$ cat config.mk
export PLATFORM = sky130hd
export DESIGN_NAME = cartridge_bank_controller_core
export DESIGN_NICKNAME = d
export VERILOG_FILES = /design/src/cbc_pkg.sv /design/src/cbc_decode.sv /design/src/cartridge_bank_controller_core.sv
export SDC_FILE = /design/constraint.sdc
export NUM_CORES = 1
export LEC_CHECK = 0
export ABC_AREA = 0
export CORE_UTILIZATION = 56
export CTS_BUF_LIST = sky130_fd_sc_hd__clkbuf_4 sky130_fd_sc_hd__clkbuf_8 sky130_fd_sc_hd__clkbuf_16
export CTS_CLUSTER_SIZE = 20
export DETAILED_ROUTE_END_ITERATION = 10
export DONT_BUFFER_PORTS = 1
export PLACE_DENSITY = 0.74
export SLEW_MARGIN = 20
export SYNTH_ARGS = -nofsm -noshare
export SYNTH_HDL_FRONTEND = slang
export SYNTH_SLANG_ARGS = --single-unit
$ cat constraint.sdc
create_clock -name clk -period 2.6 [get_ports clk]
set_clock_uncertainty 0.15 [all_clocks]
set_input_delay 0.52 -clock clk [delete_from_list [all_inputs] [get_ports clk]]
set_output_delay 0.52 -clock clk [all_outputs]
set_load 0.01 [all_outputs]
$ cat src/cbc_pkg.sv
// cartridge bank controller package: mapper kinds, address windows,
// bank state and action flag structs shared by the decoder and the top level
// no dependencies
package cbc_pkg;

    // mapper kind as held in the configuration register
    typedef enum logic [2:0] {
        MAPPER_NONE    = 3'd0,
        MAPPER_MBC1    = 3'd1,
        MAPPER_MBC3    = 3'd2,
        MAPPER_MBC5    = 3'd3,
        MAPPER_UNKNOWN = 3'd4
    } mapper_kind_t;

    // 8 KiB windows of the lower 32 KiB cartridge space, address bits 14:13
    typedef enum logic [1:0] {
        REGION_RAM_ENABLE = 2'd0,
        REGION_ROM_SELECT = 2'd1,
        REGION_RAM_SELECT = 2'd2,
        REGION_MODE_LATCH = 2'd3
    } region_t;

    localparam int ADDR_W = 16;
    localparam int DATA_W = 8;
    localparam int BANK_W = 8;
    localparam int UPPER_W = 2;
    localparam int CFG_W = 3;

    localparam logic [BANK_W-1:0] ROM_BANK_RESET = 8'h01;
    localparam logic [BANK_W-1:0] RAM_BANK_RESET = 8'h00;

    // mbc3 ram select codes
    localparam logic [DATA_W-1:0] MBC3_RAM_BANKS = 8'd4;
    localparam logic [DATA_W-1:0] MBC3_CLOCK_LO  = 8'd8;
    localparam logic [DATA_W-1:0] MBC3_CLOCK_HI  = 8'd12;

    typedef struct packed {
        logic [BANK_W-1:0]  rom_bank;
        logic [BANK_W-1:0]  ram_bank;
        logic               clock_sel;
        logic               mode;
        logic [UPPER_W-1:0] upper_rom;
    } bank_state_t;

    typedef struct packed {
        logic save_old_ram;
        logic load_new_ram;
        logic clear_window;
        logic remap_rom;
        logic ignored;
    } bank_flags_t;

    localparam bank_state_t BANK_STATE_RESET = '{
        rom_bank:  ROM_BANK_RESET,
        ram_bank:  RAM_BANK_RESET,
        clock_sel: 1'b0,
        mode:      1'b0,
        upper_rom: '0
    };

endpackage

$ cat src/cbc_decode.sv
// bus write decoder: next bank state and window action flags for one item
// depends on cbc_pkg
module cbc_decode
    import cbc_pkg::*;
(
    input  logic [CFG_W-1:0]  mapper_kind,
    input  bank_state_t       cur,
    input  logic [ADDR_W-1:0] address,
    input  logic [DATA_W-1:0] data,
    output bank_state_t       nxt,
    output bank_flags_t       flags
);

    region_t           region;
    logic              ram_sel;
    logic [BANK_W-1:0] ram_val;
    logic              rom_sel;
    logic [BANK_W-1:0] rom_val;
    logic              clk_sel;
    logic              mode_wr;
    logic              upper_wr;
    logic              ignore;

    assign region = region_t'(address[14:13]);

    always_comb
    begin
        ram_sel  = 1'b0;
        ram_val  = data;
        rom_sel  = 1'b0;
        rom_val  = data;
        clk_sel  = 1'b0;
        mode_wr  = 1'b0;
        upper_wr = 1'b0;
        ignore   = 1'b0;
        if (!address[ADDR_W-1])
        begin
            case (mapper_kind)
                MAPPER_NONE:
                begin
                end
                MAPPER_MBC1:
                begin
                    case (region)
                        REGION_MODE_LATCH: mode_wr = 1'b1;
                        REGION_RAM_SELECT:
                        begin
                            if (cur.mode)
                                ram_sel = 1'b1;
                            else
                                upper_wr = 1'b1;
                        end
                        REGION_ROM_SELECT:
                        begin
                            rom_sel = 1'b1;
                            rom_val = {1'b0, (cur.mode ? 2'b00 : cur.upper_rom), data[4:0]};
                            // bank with zero low bits moves up by one
                            if (data[4:0] == 5'd0)
                                rom_val[0] = 1'b1;
                        end
                        default:
                        begin
                        end
                    endcase
                end
                MAPPER_MBC3:
                begin
                    case (region)
                        REGION_RAM_SELECT:
                        begin
                            if (data < MBC3_RAM_BANKS)
                                ram_sel = 1'b1;
                            else if (data inside {[MBC3_CLOCK_LO:MBC3_CLOCK_HI]})
                                clk_sel = 1'b1;
                            else
                                ignore = 1'b1;
                        end
                        REGION_ROM_SELECT:
                        begin
                            rom_sel = 1'b1;
                            rom_val = {1'b0, data[6:0]};
                            if (data[6:0] == 7'd0)
                                rom_val = ROM_BANK_RESET;
                        end
                        default:
                        begin
                        end
                    endcase
                end
                MAPPER_MBC5:
                begin
                    if (region inside {REGION_RAM_SELECT, REGION_MODE_LATCH})
                        ram_sel = 1'b1;
                    else if (region == REGION_ROM_SELECT)
                        rom_sel = 1'b1;
                end
                default: ignore = 1'b1;
            endcase
        end
    end

    always_comb
    begin
        nxt   = cur;
        flags = '0;
        flags.ignored = ignore;
        if (mode_wr)
            nxt.mode = data[0];
        if (upper_wr)
            nxt.upper_rom = data[UPPER_W-1:0];
        // ram bank change drops the clock view; write-back only of real ram
        if (ram_sel && (cur.ram_bank != ram_val))
        begin
            flags.save_old_ram = !cur.clock_sel;
            flags.load_new_ram = 1'b1;
            nxt.clock_sel      = 1'b0;
            nxt.ram_bank       = ram_val;
        end
        if (rom_sel && (cur.rom_bank != rom_val))
        begin
            flags.remap_rom = 1'b1;
            nxt.rom_bank    = rom_val;
        end
        if (clk_sel)
        begin
            flags.clear_window = 1'b1;
            nxt.clock_sel      = 1'b1;
        end
    end

endmodule

$ cat src/cartridge_bank_controller_core.sv
// cartridge bank controller top level: input register, write decoder,
// bank state and result register, with the mapper kind configuration register
// depends on cbc_pkg and cbc_decode
//
// the input register holds an item while it is decoded, and its result is then
//   registered in the result register; throughput: one item per cycle unless
//   the result side stalls; the bank state is updated in the same cycle the
//   item is decoded, so the next item sees it straight away; a stalled result
//   holds the input register, which can still take one more item
// reset (rst_n, asynchronous, active low): rom bank 1, ram bank 0, clock view
//   off, mode bit 0, upper rom bits 0, mapper kind none, both stages empty
module cartridge_bank_controller_core
    import cbc_pkg::*;
(
    input  logic             clk,
    input  logic             rst_n,

    // configuration: mapper kind
    input  logic             cfg_we,
    input  logic [CFG_W-1:0] cfg_wdata,

    // bus write items
    input  logic             s_axis_tvalid,
    output logic             s_axis_tready,
    input  logic [23:0]      s_axis_tdata,   // [15:0] address, [23:16] data

    // results
    output logic             m_axis_tvalid,
    input  logic             m_axis_tready,
    // [7:0] rom_bank, [15:8] ram_bank, [16] clock_selected, [17] banking_mode,
    // [18] save_old_ram, [19] load_new_ram, [20] clear_window, [21] remap_rom,
    // [22] ignored, [23] zero
    output logic [23:0]      m_axis_tdata
);

    // configuration register
    logic [CFG_W-1:0]  mapper_kind_reg;

    // input stage
    logic              in_valid_reg;
    logic              in_valid_next;
    logic [ADDR_W-1:0] in_addr_reg;
    logic [DATA_W-1:0] in_data_reg;

    // bank state
    bank_state_t       state_reg;
    bank_state_t       state_next;
    bank_flags_t       flags;

    // result stage
    logic              out_valid_reg;
    logic              out_valid_next;
    bank_state_t       out_state_reg;
    bank_flags_t       out_flags_reg;

    logic              advance;
    logic              process;

    // the result register can take a new item when empty or being drained
    assign advance       = !out_valid_reg || m_axis_tready;
    assign process       = in_valid_reg && advance;
    // input register frees up whenever its item moves on
    assign s_axis_tready = !in_valid_reg || advance;

    assign in_valid_next  = s_axis_tready ? s_axis_tvalid : in_valid_reg;
    assign out_valid_next = advance ? in_valid_reg : out_valid_reg;

    always_ff @(posedge clk or negedge rst_n)
    begin
        if (!rst_n)
            mapper_kind_reg <= MAPPER_NONE;
        else if (cfg_we)
            mapper_kind_reg <= cfg_wdata;
    end

    always_ff @(posedge clk or negedge rst_n)
    begin
        if (!rst_n)
        begin
            in_valid_reg  <= 1'b0;
            out_valid_reg <= 1'b0;
            state_reg     <= BANK_STATE_RESET;
        end
        else
        begin
            in_valid_reg  <= in_valid_next;
            out_valid_reg <= out_valid_next;
            if (process)
                state_reg <= state_next;
        end
    end

    // payload registers, no reset needed
    always_ff @(posedge clk)
    begin
        if (s_axis_tready && s_axis_tvalid)
        begin
            in_addr_reg <= s_axis_tdata[15:0];
            in_data_reg <= s_axis_tdata[23:16];
        end
        if (process)
        begin
            out_state_reg <= state_next;
            out_flags_reg <= flags;
        end
    end

    // single pass decode of the item in the input register
    cbc_decode u_decode (
        .mapper_kind (mapper_kind_reg),
        .cur         (state_reg),
        .address     (in_addr_reg),
        .data        (in_data_reg),
        .nxt         (state_next),
        .flags       (flags)
    );

    assign m_axis_tvalid = out_valid_reg;
    assign m_axis_tdata  = {1'b0,
                            out_flags_reg.ignored,
                            out_flags_reg.remap_rom,
                            out_flags_reg.clear_window,
                            out_flags_reg.load_new_ram,
                            out_flags_reg.save_old_ram,
                            out_state_reg.mode,
                            out_state_reg.clock_sel,
                            out_state_reg.ram_bank,
                            out_state_reg.rom_bank};

    // a write-back is always paired with a load of the new bank
    assert property (@(posedge clk) disable iff (!rst_n)
        (m_axis_tvalid && out_flags_reg.save_old_ram) |-> out_flags_reg.load_new_ram)
        else $error("save without load");

    // loading a ram bank leaves the clock view off, clearing the window turns it on
    assert property (@(posedge clk) disable iff (!rst_n)
        (m_axis_tvalid && out_flags_reg.load_new_ram) |-> !out_state_reg.clock_sel)
        else $error("clock view left on after ram bank load");

    assert property (@(posedge clk) disable iff (!rst_n)
        (m_axis_tvalid && out_flags_reg.clear_window) |-> out_state_reg.clock_sel)
        else $error("window cleared without clock view");

    // bank state only moves when an item is decoded
    assert property (@(posedge clk) disable iff (!rst_n)
        !$past(process) |-> $stable(state_reg))
        else $error("bank state changed without an item");

endmodule

==> flow_summary.yaml <==
finish:
  fill_cells: 311
  syn2layout_area_growth_pct: 18.4
  multiInputGateArea_um2: 1070
  largest_reg_flops: 23
  drive_gt1_share_pct: 33.8
  num-nets-final: 255
  seq_area_um2: 1650
  antenna_cells: 0
  final_cell_area_um2: 3220
place:
  port_buffers: 0
  dpl_worst_slack_ns: -0.0721
  hpwl_mm: 3.42
  place.gp.congestion: 0.868
  placed_cell_area_um2: 2900
global_route:
  grt_antenna_before_repair: 0
  grt.busiest_layer: "met2"
  grt_pass1_wl_mm: 8.02
  met2_usage_pct: 34.3
  grt_util_met1_pct: 24.8
  grt_usage_pct: 21.5
  grt_max_degree: 26
  grt_pass1_vias: 1712
  overflow: 0
  grt_use_met3_pct: 5.20
power:
  leakagePower_nw: 1.34
  peakVddDrop_uv: 463
  cellPowerDensity_nw_per_um2: 847
synth:
  syn_inst: 198
  synth_cell_types: 47
  syn_area_per_cell_um2: 13.7
  syn_nets: 230
  ys.flop_type: "edfxtp_1"
  synth_edf_count: 34
  ys_seq_area_share_pct: 60.6
  synth-seq-cells: 59
  synth_area_um2: 2720
  yosysWarnings: 0
  postSynth.asyncResetShare_pct: 42.4
critical_path:
  cp_data_required_time_ns: 2.53
  cp-start-kind: "register"
  ff2ff_setup_slack_ns: -0.01
  crit_arrival_ns: 2.55
  worstPathMaxFanout: 5
  rr_worst_depth: 7
  worstSetupPathType: "register to register"
  end_kind: "register"
timing:
  rsz0062_at_grt: "yes"
  achievable-frequency_mhz: 383
  finalCriticalPeriod_ns: 2.61
  setup_viol: 4
  final_hold_viol_count: 0
  slew_violations: 0
  tns_ns: -0.0389
  fin_crit_sh_pct: 101
  fin_ws_ns: -0.0134
drt:
  first_pass_iters: 4
  avgRoutedWirePerCell_um: 17.8
  drt-initial-drc-count: 117
  dr_total_vias: 1650
  ant_nets: 0
  drt_drc_violations_left: 0
  vias_per_cell: 5.89
  route.final.wire_length_mm: 4.98
clock_network:
  cts_tree: "yes"
  cts_buffers: 9
  clock_latency_ns: 0.33
  htree_levels: 3
  root_buffer: "clkbuf_8"
  clock_sinks: 59
  clk_pin_slew_worst_paths_ns: 0.06
  cts_buffer_depth: 2
job:
  maxCapViolCount: 0
floorplan:
  start_util_pct: 60.4
  ios: 58
  fp.dieH_um: 71.7
  die_w_um: 71.7
  rows: 24
  core_area_um2: 4500
  dieArea_um2: 5140
hold_path:
  hold_path.class: "input port to register"
  min_path_cells: 0
status:
  violations: "setup timing"
  status: "finished, violations left"
==> cells in the mapped netlist (all sizes together) (4+ instances only) <==
master   n  area share (%)
clkbuf   6            0.83
nand2   17             2.3
dfrtp   24              22
mux2    30              13
nor2     7            0.97
xor2    13             4.5
edfxtp  34              38
a21oi    4            0.74
buf      4             1.1
inv      5            0.69
o21ai   12             2.6
nor4     5             1.1
nand2b   7             1.6
==> per-layer routing <==
metal	vias up	wire length, µm
met5	-	0
met3	14	184
met1	813	2120
met2	55	2500
li1	768	-
met4	0	172
==> cell families after synthesis <==
logic type                count (synthesis)  share of synthesized area, %
AOI/OAI and AO/OA                        26                          7.54
xor gates and xnor gates                 16                          5.70
buffers and inverters                    15                          2.58
DFF                                      59                          60.6
muxes                                    30                          13.0
other                                     1                         0.138
and+or+nand+nor                          51                          10.5
==> area by class of cell <==
cell class,instances,area share (%)
timing repair buffer,24,6.18
clock buffer,11,4.31
sequential,59,51.2
tap,52,2.02
clock inverter,5,2.41
multi-input combinational,124,33.3
inverter,5,0.583
==> critical path, cell delays in order, from the launching register on <==
cell and delay (ns):
edfxtp_1 0.40, or4b_4 0.61, nor4_4 0.25, a21oi_2 0.08
xnor2_2 0.18, o31ai_4 0.24, buf_6 0.16, mux2_4 0.30
==> final timing paths <==
| path | startpoint | endpoint |
|---|---|---|
| min in group asynchronous | rst_n | state_reg[4] |
| max in group asynchronous | rst_n | state_reg[12] |
| max | in_addr_reg[15] | m_axis_tdata[2] |
| min | s_axis_tdata[20] | in_data_reg[4] |
| max reg2reg | in_addr_reg[15] | m_axis_tdata[2] |
| min reg2reg | state_reg[12] | state_reg[12] |
==> stage by stage <==
step	hold slack (ns)	instances	utilization, %	power [mW]
after floorplan	0.0744	198	-	1.67
after global routing	0.113	280	71.5	2.84
final	0.129	280	71.5	2.73
after detailed placement	0.0750	259	64.3	1.79
after CTS	0.112	279	71.1	2.73
after global placement	0.0751	259	64.3	1.76
==> where the power goes <==
group	leakage [nW]	internal, mW	switching (mW)	total [mW]
Combinational	0.583	0.244	0.215	0.459
Sequential	0.646	1.20	0.166	1.37
Clock	0.110	0.557	0.343	0.901
Total	1.34	2.00	0.724	2.73
==> cell usage in the layout, fill, tap and decap left out, types with 4 or more instances in the layout <==
cell and count:
mux2_4 8, inv_1 5, mux2_2 14, dfrtp_1 24, nand2b_1 6, nor4_1 4
edfxtp_1 34, o21ai_0 8, nand2_1 17, mux2_1 8, xor2_1 12, nor2_1 6
clkbuf_8 9, buf_4 21
==> timing repair <==
item | CTS | global route
pin swaps | 5 | 1
resized for setup | 9 | 2
hold buffers | 2 | 0
hold endpoints to repair | 25 | 0
setup buffers | 2 | 1
endpoints found under the setup margin | 8 | 16
Power figures use the tool's default switching activity.
